<file path="src/design/mdw_pkg.sv">
// Shared types and constants of the multichannel I2C DAC writer.
package mdw_pkg;

	localparam int VALUE_BITS = 12;
	localparam int SDA_LINES = 4;
	localparam int QUEUE_DEPTH = 4;
	localparam int QPTR_W = $clog2(QUEUE_DEPTH);
	localparam int CFG_INDEX_W = 8;
	localparam int CFG_DATA_W = 16;

	localparam logic [VALUE_BITS-1:0] VALUE_MAX = '1;

	localparam logic [CFG_INDEX_W-1:0] CFG_DEVICE_ADDRESS = 8'd0;
	localparam logic [CFG_INDEX_W-1:0] CFG_WRITE_COMMAND = 8'd1;
	localparam logic [CFG_INDEX_W-1:0] CFG_HALF_PERIOD = 8'd2;
	localparam logic [CFG_INDEX_W-1:0] CFG_STRETCH_LIMIT = 8'd3;

	localparam logic [6:0] RST_DEVICE_ADDRESS = 7'd96;
	localparam logic [7:0] RST_WRITE_COMMAND = 8'd64;
	localparam logic [15:0] RST_HALF_PERIOD = 16'd48;
	localparam logic [15:0] RST_STRETCH_LIMIT = 16'd1000;

	localparam logic OP_TICK = 1'b0;
	localparam logic OP_WRITE = 1'b1;

	typedef enum logic [3:0] {
		PH_IDLE,
		PH_ST_STRETCH,
		PH_ST_HOLD,
		PH_ST_LOW,
		PH_BIT_SETUP,
		PH_BIT_STRETCH,
		PH_BIT_HIGH,
		PH_ACK_SETUP,
		PH_ACK_STRETCH,
		PH_ACK_HIGH,
		PH_STOP_LOW,
		PH_STOP_STRETCH,
		PH_STOP_HIGH,
		PH_STOP_END
	} phase_t;

	typedef struct packed {
		logic op;
		logic [2:0] channel;
		logic [15:0] level;
		logic fast_mode;
		logic scl_sensed;
		logic [SDA_LINES-1:0] sda_sensed;
	} req_item_t;

	typedef struct packed {
		logic scl_level;
		logic [SDA_LINES-1:0] sda_levels;
		logic busy_res;
		logic done_res;
		logic ack_ok;
		logic rejected;
	} res_item_t;

	// Classified item as it waits in the queue.
	typedef struct packed {
		logic op;
		logic ch_ok;
		logic [2:0] channel;
		logic [VALUE_BITS-1:0] value;
		logic fast;
		logic scl;
		logic [SDA_LINES-1:0] sda;
	} q_item_t;

	typedef struct packed {
		logic en;
		logic [CFG_INDEX_W-1:0] index;
		logic [CFG_DATA_W-1:0] data;
	} cfg_wr_t;

	typedef struct packed {
		logic push;
		logic full;
	} q_ctl_t;

endpackage

</file>
<file path="src/design/mdw_front.sv">
// Front stage: takes items, saturates the level and checks the channel.
module mdw_front #(
	parameter int CHANNELS = 4
) (
	input  logic                clk,
	input  logic                arst_n,
	input  logic                req_valid,
	output logic                req_stall,
	input  mdw_pkg::req_item_t  req_item,
	input  logic                q_full,
	output logic                q_push,
	output mdw_pkg::q_item_t    q_item
);
	import mdw_pkg::*;

	localparam logic [3:0] CH_LIMIT = 4'(CHANNELS);

	logic     valid_s1;
	q_item_t  item_s1;
	q_item_t  item_d;
	logic     accept;

	always_comb begin
		item_d.op = req_item.op;
		item_d.ch_ok = ({1'b0, req_item.channel} < CH_LIMIT);
		item_d.channel = req_item.channel;
		item_d.value = (req_item.level > 16'(VALUE_MAX)) ? VALUE_MAX
			: req_item.level[VALUE_BITS-1:0];
		item_d.fast = req_item.fast_mode;
		item_d.scl = req_item.scl_sensed;
		item_d.sda = req_item.sda_sensed;
	end

	assign req_stall = valid_s1 && q_full;
	assign accept = req_valid && !req_stall;
	assign q_push = valid_s1 && !q_full;
	assign q_item = item_s1;

	always_ff @(posedge clk or negedge arst_n) begin
		if (!arst_n) begin
			valid_s1 <= 1'b0;
		end else if (accept) begin
			valid_s1 <= 1'b1;
		end else if (q_push) begin
			valid_s1 <= 1'b0;
		end
	end

	always_ff @(posedge clk) begin
		if (accept) begin
			item_s1 <= item_d;
		end
	end

endmodule

</file>
<file path="src/design/mdw_queue.sv">
// Short queue of classified items between the front stage and the bus engine.
module mdw_queue (
	input  logic              clk,
	input  logic              arst_n,
	input  logic              push,
	input  mdw_pkg::q_item_t  push_item,
	output logic              full,
	input  logic              pop,
	output logic              head_valid,
	output mdw_pkg::q_item_t  head_item
);
	import mdw_pkg::*;

	q_item_t            mem_q [QUEUE_DEPTH];
	logic [QPTR_W-1:0]  wr_ptr_q;
	logic [QPTR_W-1:0]  rd_ptr_q;
	logic [QPTR_W:0]    count_q;
	logic               do_pop;

	assign full = (count_q == (QPTR_W+1)'(QUEUE_DEPTH));
	assign head_valid = (count_q != '0);
	assign head_item = mem_q[rd_ptr_q];
	assign do_pop = pop && head_valid;

	always_ff @(posedge clk or negedge arst_n) begin
		if (!arst_n) begin
			wr_ptr_q <= '0;
			rd_ptr_q <= '0;
			count_q <= '0;
		end else begin
			if (push) begin
				wr_ptr_q <= wr_ptr_q + QPTR_W'(1);
			end
			if (do_pop) begin
				rd_ptr_q <= rd_ptr_q + QPTR_W'(1);
			end
			if (push && !do_pop) begin
				count_q <= count_q + (QPTR_W+1)'(1);
			end else if (do_pop && !push) begin
				count_q <= count_q - (QPTR_W+1)'(1);
			end
		end
	end

	always_ff @(posedge clk) begin
		if (push) begin
			mem_q[wr_ptr_q] <= push_item;
		end
	end

endmodule

</file>
<file path="src/design/mdw_engine.sv">
// Bus engine: configuration registers, I2C phase machine and the result register.
module mdw_engine (
	input  logic               clk,
	input  logic               arst_n,
	input  mdw_pkg::cfg_wr_t   cfg_wr,
	input  logic               head_valid,
	input  mdw_pkg::q_item_t   head_item,
	output logic               pop,
	output logic               res_valid,
	input  logic               res_stall,
	output mdw_pkg::res_item_t res_item
);
	import mdw_pkg::*;

	logic [6:0]   dev_addr_q;
	logic [7:0]   cmd_q;
	logic [15:0]  half_q;
	logic [15:0]  limit_q;

	phase_t       phase_q, phase_d;
	logic [3:0]   bit_cnt_q, bit_cnt_d;
	logic [1:0]   byte_idx_q, byte_idx_d;
	logic [7:0]   shift_q, shift_d;
	logic [15:0]  wait_q, wait_d;
	logic [15:0]  stretch_q, stretch_d;
	logic         ack_q, ack_d;
	logic [2:0]   chan_q, chan_d;
	logic [VALUE_BITS-1:0] value_q, value_d;
	logic         fast_q, fast_d;
	logic         scl_q, scl_d;
	logic [SDA_LINES-1:0] sda_q, sda_d;

	logic         res_valid_q;
	res_item_t    res_q;

	logic         step;
	logic         is_req;
	logic         req_ok;
	logic         waited;
	logic         stretched;
	logic [SDA_LINES-1:0] line_mask;
	logic         nack;
	logic [3:0]   bit_cnt_inc;
	logic         last_byte;
	logic [1:0]   load_idx;
	logic [7:0]   load_byte;
	logic         done;
	logic         ok;
	logic         rej;

	function automatic logic [7:0] byte_for(input logic [1:0] idx, input logic [6:0] dev,
			input logic [7:0] cmd, input logic [VALUE_BITS-1:0] val, input logic fast);
		logic [7:0] b;
		if (idx == 2'd0) begin
			b = {dev, 1'b0};
		end else if (fast) begin
			b = (idx == 2'd1) ? {4'h0, val[11:8]} : val[7:0];
		end else if (idx == 2'd1) begin
			b = cmd;
		end else if (idx == 2'd2) begin
			b = val[11:4];
		end else begin
			b = {val[3:0], 4'h0};
		end
		return b;
	endfunction

	function automatic logic [SDA_LINES-1:0] drive(input logic b,
			input logic [SDA_LINES-1:0] mask);
		return b ? '1 : ~mask;
	endfunction

	// One queue entry is consumed in every cycle that the result register can take it.
	assign step = head_valid && (!res_valid_q || !res_stall);
	assign pop = step;
	assign is_req = (head_item.op == OP_WRITE);
	assign req_ok = (phase_q == PH_IDLE) && head_item.ch_ok;

	assign waited = (wait_q >= half_q);
	assign stretched = head_item.scl || (stretch_q >= limit_q);
	// A channel beyond the four lines owns no SDA bit and sees every ACK as a NACK.
	assign line_mask = chan_q[2] ? '0 : (SDA_LINES'(1) << chan_q[1:0]);
	assign nack = (line_mask == '0) ? 1'b1 : |(head_item.sda & line_mask);
	assign bit_cnt_inc = bit_cnt_q + 4'd1;
	assign last_byte = byte_idx_q >= (fast_q ? 2'd2 : 2'd3);
	assign load_idx = (phase_q == PH_ACK_HIGH) ? byte_idx_q + 2'd1 : 2'd0;
	assign load_byte = byte_for(load_idx, dev_addr_q, cmd_q, value_q, fast_q);

	always_comb begin
		phase_d = phase_q;
		if (step) begin
			if (is_req) begin
				if (req_ok) begin
					phase_d = PH_ST_STRETCH;
				end
			end else begin
				case (phase_q)
					PH_IDLE: phase_d = PH_IDLE;
					PH_ST_STRETCH: if (stretched) phase_d = PH_ST_HOLD;
					PH_ST_HOLD: if (waited) phase_d = PH_ST_LOW;
					PH_ST_LOW: if (waited) phase_d = PH_BIT_SETUP;
					PH_BIT_SETUP: if (waited) phase_d = PH_BIT_STRETCH;
					PH_BIT_STRETCH: if (stretched) phase_d = PH_BIT_HIGH;
					PH_BIT_HIGH: begin
						if (waited) begin
							phase_d = (bit_cnt_inc >= 4'd8) ? PH_ACK_SETUP : PH_BIT_SETUP;
						end
					end
					PH_ACK_SETUP: if (waited) phase_d = PH_ACK_STRETCH;
					PH_ACK_STRETCH: if (stretched) phase_d = PH_ACK_HIGH;
					PH_ACK_HIGH: begin
						if (waited) begin
							phase_d = last_byte ? PH_STOP_LOW : PH_BIT_SETUP;
						end
					end
					PH_STOP_LOW: if (waited) phase_d = PH_STOP_STRETCH;
					PH_STOP_STRETCH: if (stretched) phase_d = PH_STOP_HIGH;
					PH_STOP_HIGH: if (waited) phase_d = PH_STOP_END;
					PH_STOP_END: if (waited) phase_d = PH_IDLE;
					default: phase_d = PH_IDLE;
				endcase
			end
		end
	end

	always_comb begin
		bit_cnt_d = bit_cnt_q;
		byte_idx_d = byte_idx_q;
		shift_d = shift_q;
		wait_d = wait_q;
		stretch_d = stretch_q;
		ack_d = ack_q;
		chan_d = chan_q;
		value_d = value_q;
		fast_d = fast_q;
		scl_d = scl_q;
		sda_d = sda_q;
		done = 1'b0;
		ok = 1'b0;
		rej = 1'b0;
		if (step) begin
			if (is_req) begin
				if (!req_ok) begin
					rej = 1'b1;
				end else begin
					chan_d = head_item.channel;
					value_d = head_item.value;
					fast_d = head_item.fast;
					ack_d = 1'b1;
					wait_d = '0;
					stretch_d = '0;
					bit_cnt_d = '0;
					byte_idx_d = '0;
					shift_d = '0;
					scl_d = 1'b1;
					sda_d = '1;
				end
			end else begin
				if (phase_q inside {PH_ST_STRETCH, PH_BIT_STRETCH, PH_ACK_STRETCH,
						PH_STOP_STRETCH}) begin
					stretch_d = stretched ? '0 : stretch_q + 16'd1;
				end
				if (phase_q inside {[PH_ST_HOLD:PH_ST_LOW], PH_BIT_SETUP, PH_BIT_HIGH,
						PH_ACK_SETUP, PH_ACK_HIGH, PH_STOP_LOW, [PH_STOP_HIGH:PH_STOP_END]})
						begin
					wait_d = waited ? '0 : wait_q + 16'd1;
				end
				if (waited) begin
					case (phase_q)
						PH_ST_HOLD: sda_d = drive(1'b0, line_mask);
						PH_ST_LOW: begin
							scl_d = 1'b0;
							byte_idx_d = load_idx;
							shift_d = load_byte;
							bit_cnt_d = '0;
							sda_d = drive(load_byte[7], line_mask);
						end
						PH_BIT_SETUP: scl_d = 1'b1;
						PH_BIT_HIGH: begin
							scl_d = 1'b0;
							shift_d = {shift_q[6:0], 1'b0};
							bit_cnt_d = bit_cnt_inc;
							sda_d = (bit_cnt_inc >= 4'd8) ? '1 : drive(shift_q[6], line_mask);
						end
						PH_ACK_SETUP: scl_d = 1'b1;
						PH_ACK_HIGH: begin
							ack_d = ack_q & ~nack;
							scl_d = 1'b0;
							if (last_byte) begin
								sda_d = drive(1'b0, line_mask);
							end else begin
								byte_idx_d = load_idx;
								shift_d = load_byte;
								bit_cnt_d = '0;
								sda_d = drive(load_byte[7], line_mask);
							end
						end
						PH_STOP_LOW: scl_d = 1'b1;
						PH_STOP_HIGH: sda_d = '1;
						PH_STOP_END: begin
							done = 1'b1;
							ok = ack_q;
						end
						default: begin
						end
					endcase
				end
			end
		end
	end

	always_ff @(posedge clk or negedge arst_n) begin
		if (!arst_n) begin
			dev_addr_q <= RST_DEVICE_ADDRESS;
			cmd_q <= RST_WRITE_COMMAND;
			half_q <= RST_HALF_PERIOD;
			limit_q <= RST_STRETCH_LIMIT;
		end else if (cfg_wr.en) begin
			case (cfg_wr.index)
				CFG_DEVICE_ADDRESS: dev_addr_q <= cfg_wr.data[6:0];
				CFG_WRITE_COMMAND: cmd_q <= cfg_wr.data[7:0];
				CFG_HALF_PERIOD: half_q <= cfg_wr.data;
				CFG_STRETCH_LIMIT: limit_q <= cfg_wr.data;
				default: begin
				end
			endcase
		end
	end

	always_ff @(posedge clk or negedge arst_n) begin
		if (!arst_n) begin
			phase_q <= PH_IDLE;
			bit_cnt_q <= '0;
			byte_idx_q <= '0;
			shift_q <= '0;
			wait_q <= '0;
			stretch_q <= '0;
			ack_q <= 1'b1;
			chan_q <= '0;
			value_q <= '0;
			fast_q <= 1'b0;
			scl_q <= 1'b1;
			sda_q <= '1;
			res_valid_q <= 1'b0;
		end else begin
			phase_q <= phase_d;
			bit_cnt_q <= bit_cnt_d;
			byte_idx_q <= byte_idx_d;
			shift_q <= shift_d;
			wait_q <= wait_d;
			stretch_q <= stretch_d;
			ack_q <= ack_d;
			chan_q <= chan_d;
			value_q <= value_d;
			fast_q <= fast_d;
			scl_q <= scl_d;
			sda_q <= sda_d;
			if (step) begin
				res_valid_q <= 1'b1;
			end else if (!res_stall) begin
				res_valid_q <= 1'b0;
			end
		end
	end

	always_ff @(posedge clk) begin
		if (step) begin
			res_q.scl_level <= scl_d;
			res_q.sda_levels <= sda_d;
			res_q.busy_res <= (phase_d != PH_IDLE);
			res_q.done_res <= done;
			res_q.ack_ok <= ok;
			res_q.rejected <= rej;
		end
	end

	assign res_valid = res_valid_q;
	assign res_item = res_q;

endmodule

</file>
<file path="src/design/multichannel_i2c_dac_writer.sv">
// Top level of the multichannel I2C DAC writer: front stage, queue and bus engine.
//
//  channel | handshake          | payload
//  --------+--------------------+------------------------------------------
//  req     | req_valid/req_stall| req_item: op, channel, level, fast_mode, pins
//  res     | res_valid/res_stall| res_item: scl, sda lines, busy, done, ack, rejected
//  cfg     | cfg_valid/cfg_ready| cfg_index, cfg_data (ready is always high)
//
// One item is taken and one result given per clock while neither side stalls; the bus engine
// handles one queued item per cycle while the result register can take it, which sets the figure.
// An item passes the front-stage register, a queue entry and the result register on its way out.
// Reset returns the bus to released lines, the phase machine to idle and the
// registers to their defaults. A stalled result holds in the output register
// while up to four further items gather in the queue and one in the front stage.
module multichannel_i2c_dac_writer #(
	parameter int CHANNELS = 4
) (
	input  logic                                clk,
	input  logic                                arst_n,
	input  logic                                req_valid,
	output logic                                req_stall,
	input  mdw_pkg::req_item_t                  req_item,
	output logic                                res_valid,
	input  logic                                res_stall,
	output mdw_pkg::res_item_t                  res_item,
	input  logic                                cfg_valid,
	output logic                                cfg_ready,
	input  logic [mdw_pkg::CFG_INDEX_W-1:0]     cfg_index,
	input  logic [mdw_pkg::CFG_DATA_W-1:0]      cfg_data
);
	import mdw_pkg::*;

	q_ctl_t   qctl;
	q_item_t  push_item;
	q_item_t  head_item;
	logic     head_valid;
	logic     pop;
	cfg_wr_t  cfg_wr;

	assign cfg_ready = 1'b1;
	assign cfg_wr.en = cfg_valid && cfg_ready;
	assign cfg_wr.index = cfg_index;
	assign cfg_wr.data = cfg_data;

	mdw_front #(
		.CHANNELS(CHANNELS)
	) u_front (
		.clk      (clk),
		.arst_n   (arst_n),
		.req_valid(req_valid),
		.req_stall(req_stall),
		.req_item (req_item),
		.q_full   (qctl.full),
		.q_push   (qctl.push),
		.q_item   (push_item)
	);

	mdw_queue u_queue (
		.clk       (clk),
		.arst_n    (arst_n),
		.push      (qctl.push),
		.push_item (push_item),
		.full      (qctl.full),
		.pop       (pop),
		.head_valid(head_valid),
		.head_item (head_item)
	);

	mdw_engine u_engine (
		.clk       (clk),
		.arst_n    (arst_n),
		.cfg_wr    (cfg_wr),
		.head_valid(head_valid),
		.head_item (head_item),
		.pop       (pop),
		.res_valid (res_valid),
		.res_stall (res_stall),
		.res_item  (res_item)
	);

endmodule

</file>
<file path="config.mk">
export PLATFORM = sky130hd
export DESIGN_NAME = multichannel_i2c_dac_writer
export DESIGN_NICKNAME = d
export VERILOG_FILES = /design/src/design/mdw_pkg.sv /design/src/design/mdw_front.sv /design/src/design/mdw_queue.sv /design/src/design/mdw_engine.sv /design/src/design/multichannel_i2c_dac_writer.sv
export SDC_FILE = /design/constraint.sdc
export NUM_CORES = 1
export LEC_CHECK = 0
export BUFFER_PORTS_ARGS = -buffer_cell sky130_fd_sc_hd__buf_4
export CAP_MARGIN = 30
export CORE_MARGIN = 2
export CORE_UTILIZATION = 50
export DETAILED_ROUTE_END_ITERATION = 16
export GPL_ROUTABILITY_DRIVEN = 0
export PLACE_DENSITY = 0.67
export SKIP_CTS_REPAIR_TIMING = 1
export SLEW_MARGIN = 20
export SYNTH_ARGS = -nofsm -noshare
export SYNTH_HDL_FRONTEND = slang
export SYNTH_HIERARCHICAL = 1
export SYNTH_SLANG_ARGS = --single-unit
</file>
<file path="constraint.sdc">
create_clock -name clk -period 5.49 [get_ports clk]
set_clock_uncertainty 0.05 [all_clocks]
set_input_delay 0.8235 -clock clk [delete_from_list [all_inputs] [get_ports clk]]
set_output_delay 0.8235 -clock clk [all_outputs]
set_load 0.05 [all_outputs]
</file>
==> summary.md, run 1 <==
| Metric | Value |
|---|---|
| Ys Warns | `6` |
| Global-route wire length before repair | `36.3 mm` |
| Most frequent cell after synthesis | `edfxtp_1` |
| Routed len/inst | `about 17 microns` |
| Share of cells above drive strength 1 | `roughly 23%` |
| Reg-to-Reg End | `u_engine/stretch_q[14]` |
| Rel. slew slack | `42.0%` |
| Final setup violation count | `0` |
| VDD IR max | `0.388 mV` |
| Worst Path Arrival | `4360 ps` |
| Max-slew violations | `0` |
| Die W | `157 microns` |
| Post-Syn Instances | `891` |
| Routed Antenna Nets | `0` |
| Largest fanout on the critical path | `23` |
| Main synth FF type | `edfxtp_1` |
| Remaining global-route overflow | `0` |
| Sequential share of the synthesized area | `59.3%` |
| Hold WS | `151 ps` |
| Worst path cell trace | `mux4_1 > inv_1 > a31oi_1 > nor2_1 > o31a_1 > nand4_1 > or3_1 > a21oi_1` |
| R2R cell count | `8` |
| Top cells by count, synth | `124 x edfxtp_1, 110 x dfrtp_1, 73 x nand2_1, 64 x mux2_2, 53 x o21ai_0` |
| # nets final | `1055` |
| Sw Pwr | `1970 uW` |
| Multi-input gate area | `~0.0044 sq mm` |
| P_int | `4040 uW` |
| Count of cell types in the netlist | `78` |
| FF+latch area | `about 0.007 sq mm` |
| Clk_lat worst skew | `540 ps` |
| Cell taking the most area after synthesis | `edfxtp_1` |
| Asr flop ratio synth | `between 50% and 60%` |
| Clk pin slew, worst setup/hold paths | `60 ps` |
| Area grow syn2layout | `13.4%` |
| Worst Path Required | `5900 ps` |
| Placeable Area | `0.0228 sq mm` |
| Final hold violations | `0` |
| Vias per inst | `roughly 5.6` |
| Die ar. | `0.0246 sq mm` |
| Switching part of the total | `~33%` |
| Worst path max stage delay | `860 ps` |
| PwrDens | `between 400 and 500 mW/mm^2` |
| H-tree depth | `1` |
| Critical path launch point | `u_queue/rd_ptr_q[0]` |
| Detailed Route Iter0 Violations | `500` |
| Outcome | `finished clean` |
| Final critical-path required period | `3940 ps` |
| Syn Area/Cell | `between 10 and 15 sq um` |
| Crit path kind | `reg -> reg` |
| Sequential Power Share | `44.1%` |
| Syn_nets | `988` |
| Largest net degree at the start of global routing | `55` |
| Top Family by Delay on Critical Path | `simple AND/OR/NAND/NOR gates` |
| Bufs and invs on worst path | `1` |
| Fmax | `between 0.2 and 0.3 GHz` |
| Clock buffer depth | `3` |
| Synth top area share | `a little under a third` |
| TritonCTS clock tree | `yes` |
| Tightest Hold Check Type | `in -> async` |
| Ant. Diodes | `0` |
| Post-Place Cells | `1242` |
| Total design power | `between 6000 and 7000 uW` |
| CP max stage cell | `mux4_1` |
| Routed via count | `7246` |
| Clock sinks | `251` |
| Layout Cells excl Fill | `1291` |
| GRT Total Usage | `18.7%` |
| DRT Pass-1 Iters | `5` |
| Measured slew at the worst slew-check pin | `864 ps` |
| Syn Std Cell Area | `0.0117 sq mm` |
| Row count | `between 50 and 60` |
| Register bit total from synthesis | `251` |
| Static leakage | `0.00521 uW` |
| Initial core utilization | `51.2%` |
| FF-to-FF setup slack | `1550 ps` |
| Post-DP HPWL | `about 15 mm` |
| CTS Buf Count | `27` |
| Clk pwr share | `27.9%` |
| Setup crit start kind | `register` |
| RSZ-0062 raised after global routing | `false` |
| CTS Root Cell | `clkbuf_16` |
| Ranking of synthesized cells by area | `edfxtp_1 32%, dfrtp_1 24%, mux2_2 6.2%` |
| Top-level port count | `67` |
| Period utilisation layout | `a little under three quarters` |
| Logic gate share of total power | `28.0%` |
| Antenna violations before repair | `0` |
| I/O Buffers | `65` |
| Post-synth EDFFs | `124` |
| Post-route setup TNS | `0 ps` |
| Worst r2r src | `u_queue/rd_ptr_q[0]` |
| Vias in the first global route | `7048` |
| Fillers | `1832` |
| Routed wire length | `22.4 mm` |
| Max cap viols | `0` |
| DRC | `0` |
| Vert. Die Dim | `157 microns` |
| Crit. End Element | `register` |
-- power groups by stage --
stage	Clock (uW)	Combinational (uW)	Sequential, uW
6_report	1680	1680	2650
5_1_grt	1810	1840	2700
4_1_cts	1730	1700	2650
3_5_place_dp	0	1690	2680
3_3_place_gp	0	1660	2670
2_1_floorplan	0	1370	2620
-- cells by family (layout without fill, tap and decap cells) --
family | count (synthesis) | after routing | synth area share (%)
AOI/OAI and AO/OA | 166 | 166 | 9.53
xor gates and xnor gates | 19 | 19 | 1.43
adders and majority gates | 42 | 42 | 4.57
buffers and inverters | 84 | 171 | 3.31
DFF | 251 | 251 | 59.3
muxes | 92 | 92 | 11.3
other | 1 | 1 | 0.0321
and+or+nand+nor | 236 | 236 | 10.5
-- worst max-delay path by stage --
stage,to,cells past startpoint,slack [ps]
floorplan,u_engine/res_item[3],9,2620
global placement,u_engine/stretch_q[12],8,1720
detailed placement,u_engine/stretch_q[14],8,1580
CTS,u_engine/stretch_q[14],8,1560
global route,u_engine/stretch_q[12],8,1240
finish,u_engine/stretch_q[14],8,1550
-- metal layers --
metal	GRT usage (%)	share of wire, %	vias to the layer above
li1	-	-	3449
met3	2.88	3.7	48
met2	32.5	51	143
met1	24.1	43	3606
met5	0	0	-
met4	6.38	3.1	0
-- metrics by stage --
| stage | area [sq um] | utilization (%) | setup WS (ps) |
|---|---|---|---|
| after floorplan | 11700 | - | 2620 |
| after global placement | 12400 | 54.4 | 1720 |
| after detailed placement | 12400 | 54.5 | 1580 |
| after CTS | 13200 | 58.1 | 1560 |
| after global routing | 13200 | 58.1 | 1240 |
| final | 13200 | 58.1 | 1550 |
-- worst register-to-register path, delay by kind of cell (launching register included) --
kind | cells | cell delay (ps)
compound gates | 3 | 990
buf+inv | 1 | 260
flops | 1 | 350
mux | 1 | 860
simple gates | 3 | 1360
-- cell type report --
type / count / share of cell area, %
multi-input combinational: 556 / 33.0
inverter: 46 / 1.31
clock inverter: 11 / 0.710
tap: 313 / 2.96
clock buffer: 38 / 5.42
timing repair buffer: 76 / 4.30
sequential: 251 / 52.3
-- sequential cells by signal, indices dropped and copies added, names as in the netlist, 2 cells and up --
signal               count
u_engine/sda_q           4
u_engine/chan_q          3
u_queue/wr_ptr_q         2
u_engine/stretch_q      16
u_queue/mem_q           92
u_queue/rd_ptr_q         2
u_engine/res_item        9
u_engine/shift_q         7
u_front/q_item          23
u_engine/bit_cnt_q       4
u_engine/byte_idx_q      2
u_engine/phase_q         4
u_queue/count_q          3
u_engine/value_q        12
u_engine/half_q         16
u_engine/wait_q         16
u_engine/limit_q        16
u_engine/cmd_q           8
u_engine/dev_addr_q      7
-- cells in the final DEF (no fill, tap or decap), types with 8 or more instances in the layout --
cell type  Yosys  final
o21ai_0       53     53
ha_1          41     41
mux4_2        19     19
inv_1         45     45
nor2_1        39     39
clkbuf_16      0     27
dfstp_2       17     17
dfrtp_1      110    110
and3_1        16     16
nand4_1        9      9
edfxtp_1     124    124
clkbuf_1      20     11
or3_1          8      8
nand2b_1      19     19
and2_1         8      8
a21oi_1       28     28
o21a_1         8      8
xor2_1        15     15
a211oi_1      10     10
buf_4          1     75
mux2_2        64     64
nand3_1       24     24
nand2_1       73     73
Power figures use the tool's default switching activity.
==> run 2, diff against run 1 <==
PLACE_DENSITY = 0.7   (was 0.67)
clock period = 3.37 ns   (was 5.49 ns; I/O delays follow)
==> run 2 against run 1 <==
Flip-flop and latch count unchanged; global-route usage up 0.20 points; maximum frequency grew 27%; setup slack worse by 1300 ps; sequential power up 59%; via count is 0.47% higher; critical path depth increased by 1.
==> summary.md, run 2 (synthesized netlist as in run 1, its figures left out) <==
| Metric | Value |
|---|---|
| Row count | `55 (unchanged)` |
| Final Cell Area | `0.0135 sq mm (+1.8%)` |
| Reg-to-Reg End | `u_engine/res_item[3]` |
| Placeable Area | `0.0228 sq mm (unchanged)` |
| CTS Root Cell | `clkbuf_16` |
| Vert. Die Dim | `157 microns (unchanged)` |
| Area grow syn2layout | `15.5%` |
| Die W | `157 microns (unchanged)` |
| Clk pin slew, worst setup/hold paths | `60 ps (about the same)` |
| Initial core utilization | `51.2% (unchanged)` |
| Min-Delay Endpoint | `u_front/q_item[0]` |
| Routed len/inst | `17.0 microns (-1.7%)` |
| Final setup violation count | `0 (unchanged)` |
| FF+latch area | `0.00692 sq mm (unchanged)` |
| Largest net degree at the start of global routing | `66 (+20%)` |
| H-tree depth | `1 (unchanged)` |
| Remaining global-route overflow | `0 (unchanged)` |
| Crit path kind | `reg -> reg` |
| Biggest register | `u_queue/mem_q` |
| Tightest Hold Check Type | `in -> reg` |
| Hold path depth | `1` |
| Measured slew at the worst slew-check pin | `631 ps (-233 ps)` |
| Vias per inst | `5.54 (-1.3%)` |
| Largest register FFs | `92 (unchanged)` |
| # nets final | `1078 (+2.2%)` |
| RSZ-0062 raised after global routing | `false` |
| I/O Buffers | `65 (unchanged)` |
| Worst Path Required | `3580 ps (-2320 ps)` |
| Clk pwr share | `27.5% (-0.4 points)` |
| Ant. Diodes | `0 (unchanged)` |
| Static leakage | `0.00536 uW (+3.0%)` |
| Hold_sp | `req_item[0]` |
| FF-to-FF setup slack | `260 ps (-1280 ps)` |
| Share of cells above drive strength 1 | `25.4% (+2.5 points)` |
| TritonCTS clock tree | `yes` |
| Die ar. | `0.0246 sq mm (unchanged)` |
| Post-route setup TNS | `0 ps (unchanged)` |
| Switching part of the total | `32.9% (+0.092 points)` |
| Hold WS | `81.2 ps (-69.8 ps)` |
| Crit. End Element | `register` |
| Antenna violations before repair | `0 (unchanged)` |
| CTS Buf Count | `26 (-3.7%)` |
| Worst r2r src | `u_engine/half_q[5]` |
| Clock buffer depth | `3 (unchanged)` |
| Clk_lat worst skew | `540 ps (about the same)` |
| P_int | `6770 uW (+68%)` |
| GRT Total Usage | `18.9% (+0.20 points)` |
| Detailed Route Iter0 Violations | `392 (-22%)` |
| Sequential Power Share | `41.8% (-2.3 points)` |
| DRT Pass-1 Iters | `10 (+5)` |
| Sw Pwr | `3320 uW (+68%)` |
| Global-route wire length before repair | `36.8 mm (+1.4%)` |
| Top-level port count | `67 (unchanged)` |
| Post-DP HPWL | `15.4 mm (+1.5%)` |
| Fillers | `1808 (-1.3%)` |
| Clock sinks | `251 (unchanged)` |
| Fmax | `0.322 GHz (+27%)` |
| Routed wire length | `22.4 mm (about the same)` |
| Multi-input gate area | `0.00436 sq mm (unchanged)` |
| R2R cell count | `9 (+1)` |
| Period utilisation layout | `92.2% (+20 points)` |
| Vias in the first global route | `7149 (+1.4%)` |
| Max-slew violations | `0 (unchanged)` |
| Routed via count | `7280 (+0.47%)` |
| Worst Path Arrival | `3320 ps (-1040 ps)` |
| Placed cell area | `0.0126 sq mm (+1.4%)` |
| Routed Antenna Nets | `0 (unchanged)` |
| Most frequent cells in the layout | `124 x edfxtp_1, 110 x dfrtp_1, 95 x buf_4, 73 x nand2_1, 64 x mux2_2` |
| Rel. slew slack | `57.4% (+15 points)` |
| PwrDens | `749 mW/mm^2 (+65%)` |
| Outcome | `finished clean` |
| Final hold violations | `0 (unchanged)` |
| Commonest non-fill, non-tap cell in the layout | `edfxtp_1` |
| Largest fanout on the critical path | `10 (-57%)` |
| Final critical-path required period | `3110 ps (-837 ps)` |
| VDD IR max | `0.528 mV (+36%)` |
| DRC | `0 (unchanged)` |
| Setup crit start kind | `register` |
| Max cap viols | `0 (unchanged)` |
| Logic gate share of total power | `30.7% (+2.7 points)` |
[run 2: cell count changes in the layout (fill, tap and decap cells not counted), sizes merged]
cell	change
buf	+22
clkbuf	+1
clkinv	+1
clkinvlp	-1
dlygate4sd3	+1
inv	-1
[run 2: area by class of cell]
type	instances	share of cell area (%)
clock buffers	38	5.54
clock inverters	10	0.752
inverters	46	1.28
multi-input cells	556	32.4
flip-flops and latches	251	51.4
well taps	313	2.91
repair buffers	100	5.76
[run 2: metal layers]
layer	up-vias	GRT usage, %	share of wire (%)
li1	3493	-	-
met1	3589	24.8	43
met2	151	32.5	50
met3	47	2.52	3.6
met4	0	6.86	3.0
met5	-	0	0
[run 2: power groups by stage]
stage / logic, uW / clock network (uW) / registers, uW
6_report: 3100 / 2770 / 4220
5_1_grt: 3400 / 2970 / 4290
4_1_cts: 3100 / 2850 / 4220
3_5_place_dp: 3090 / 0 / 4270
3_3_place_gp: 3030 / 0 / 4250
2_1_floorplan: 2230 / 0 / 4260
[run 2: worst max path at each step]
stage                              startpoint               endpoint  slack, ps  depth (start not counted)
final                      u_engine/half_q[5]   u_engine/res_item[3]        260                          9
after global routing      u_queue/rd_ptr_q[0]    u_engine/wait_q[12]         30                          8
after CTS                  u_engine/half_q[4]  u_engine/bit_cnt_q[3]        230                         10
after detailed placement   u_engine/half_q[4]  u_engine/bit_cnt_q[3]        220                         10
after global placement     u_engine/half_q[5]   u_engine/res_item[3]        290                          9
after floorplan            u_engine/half_q[5]   u_engine/res_item[3]        500                          9
[run 2: critical path, cell delays in order, from the launching register on]
cell	delay, ps
dfstp_2	530
inv_1	40
ha_1	280
o21a_1	120
o211ai_1	70
a2111o_1	440
o211ai_4	350
o221ai_2	130
a211o_1	330
or4_1	500
[run 2: per-stage QoR]
stage               utilization, %  cells  setup slack (ps)  power (uW)
floorplan                        -    891               499        6490
global placement              55.2   1262               294        7280
detailed placement            55.2   1263               221        7360
CTS                           59.0   1311               233       10200
global route                  59.1   1314              25.1       10700
finish                        59.1   1314               264       10100
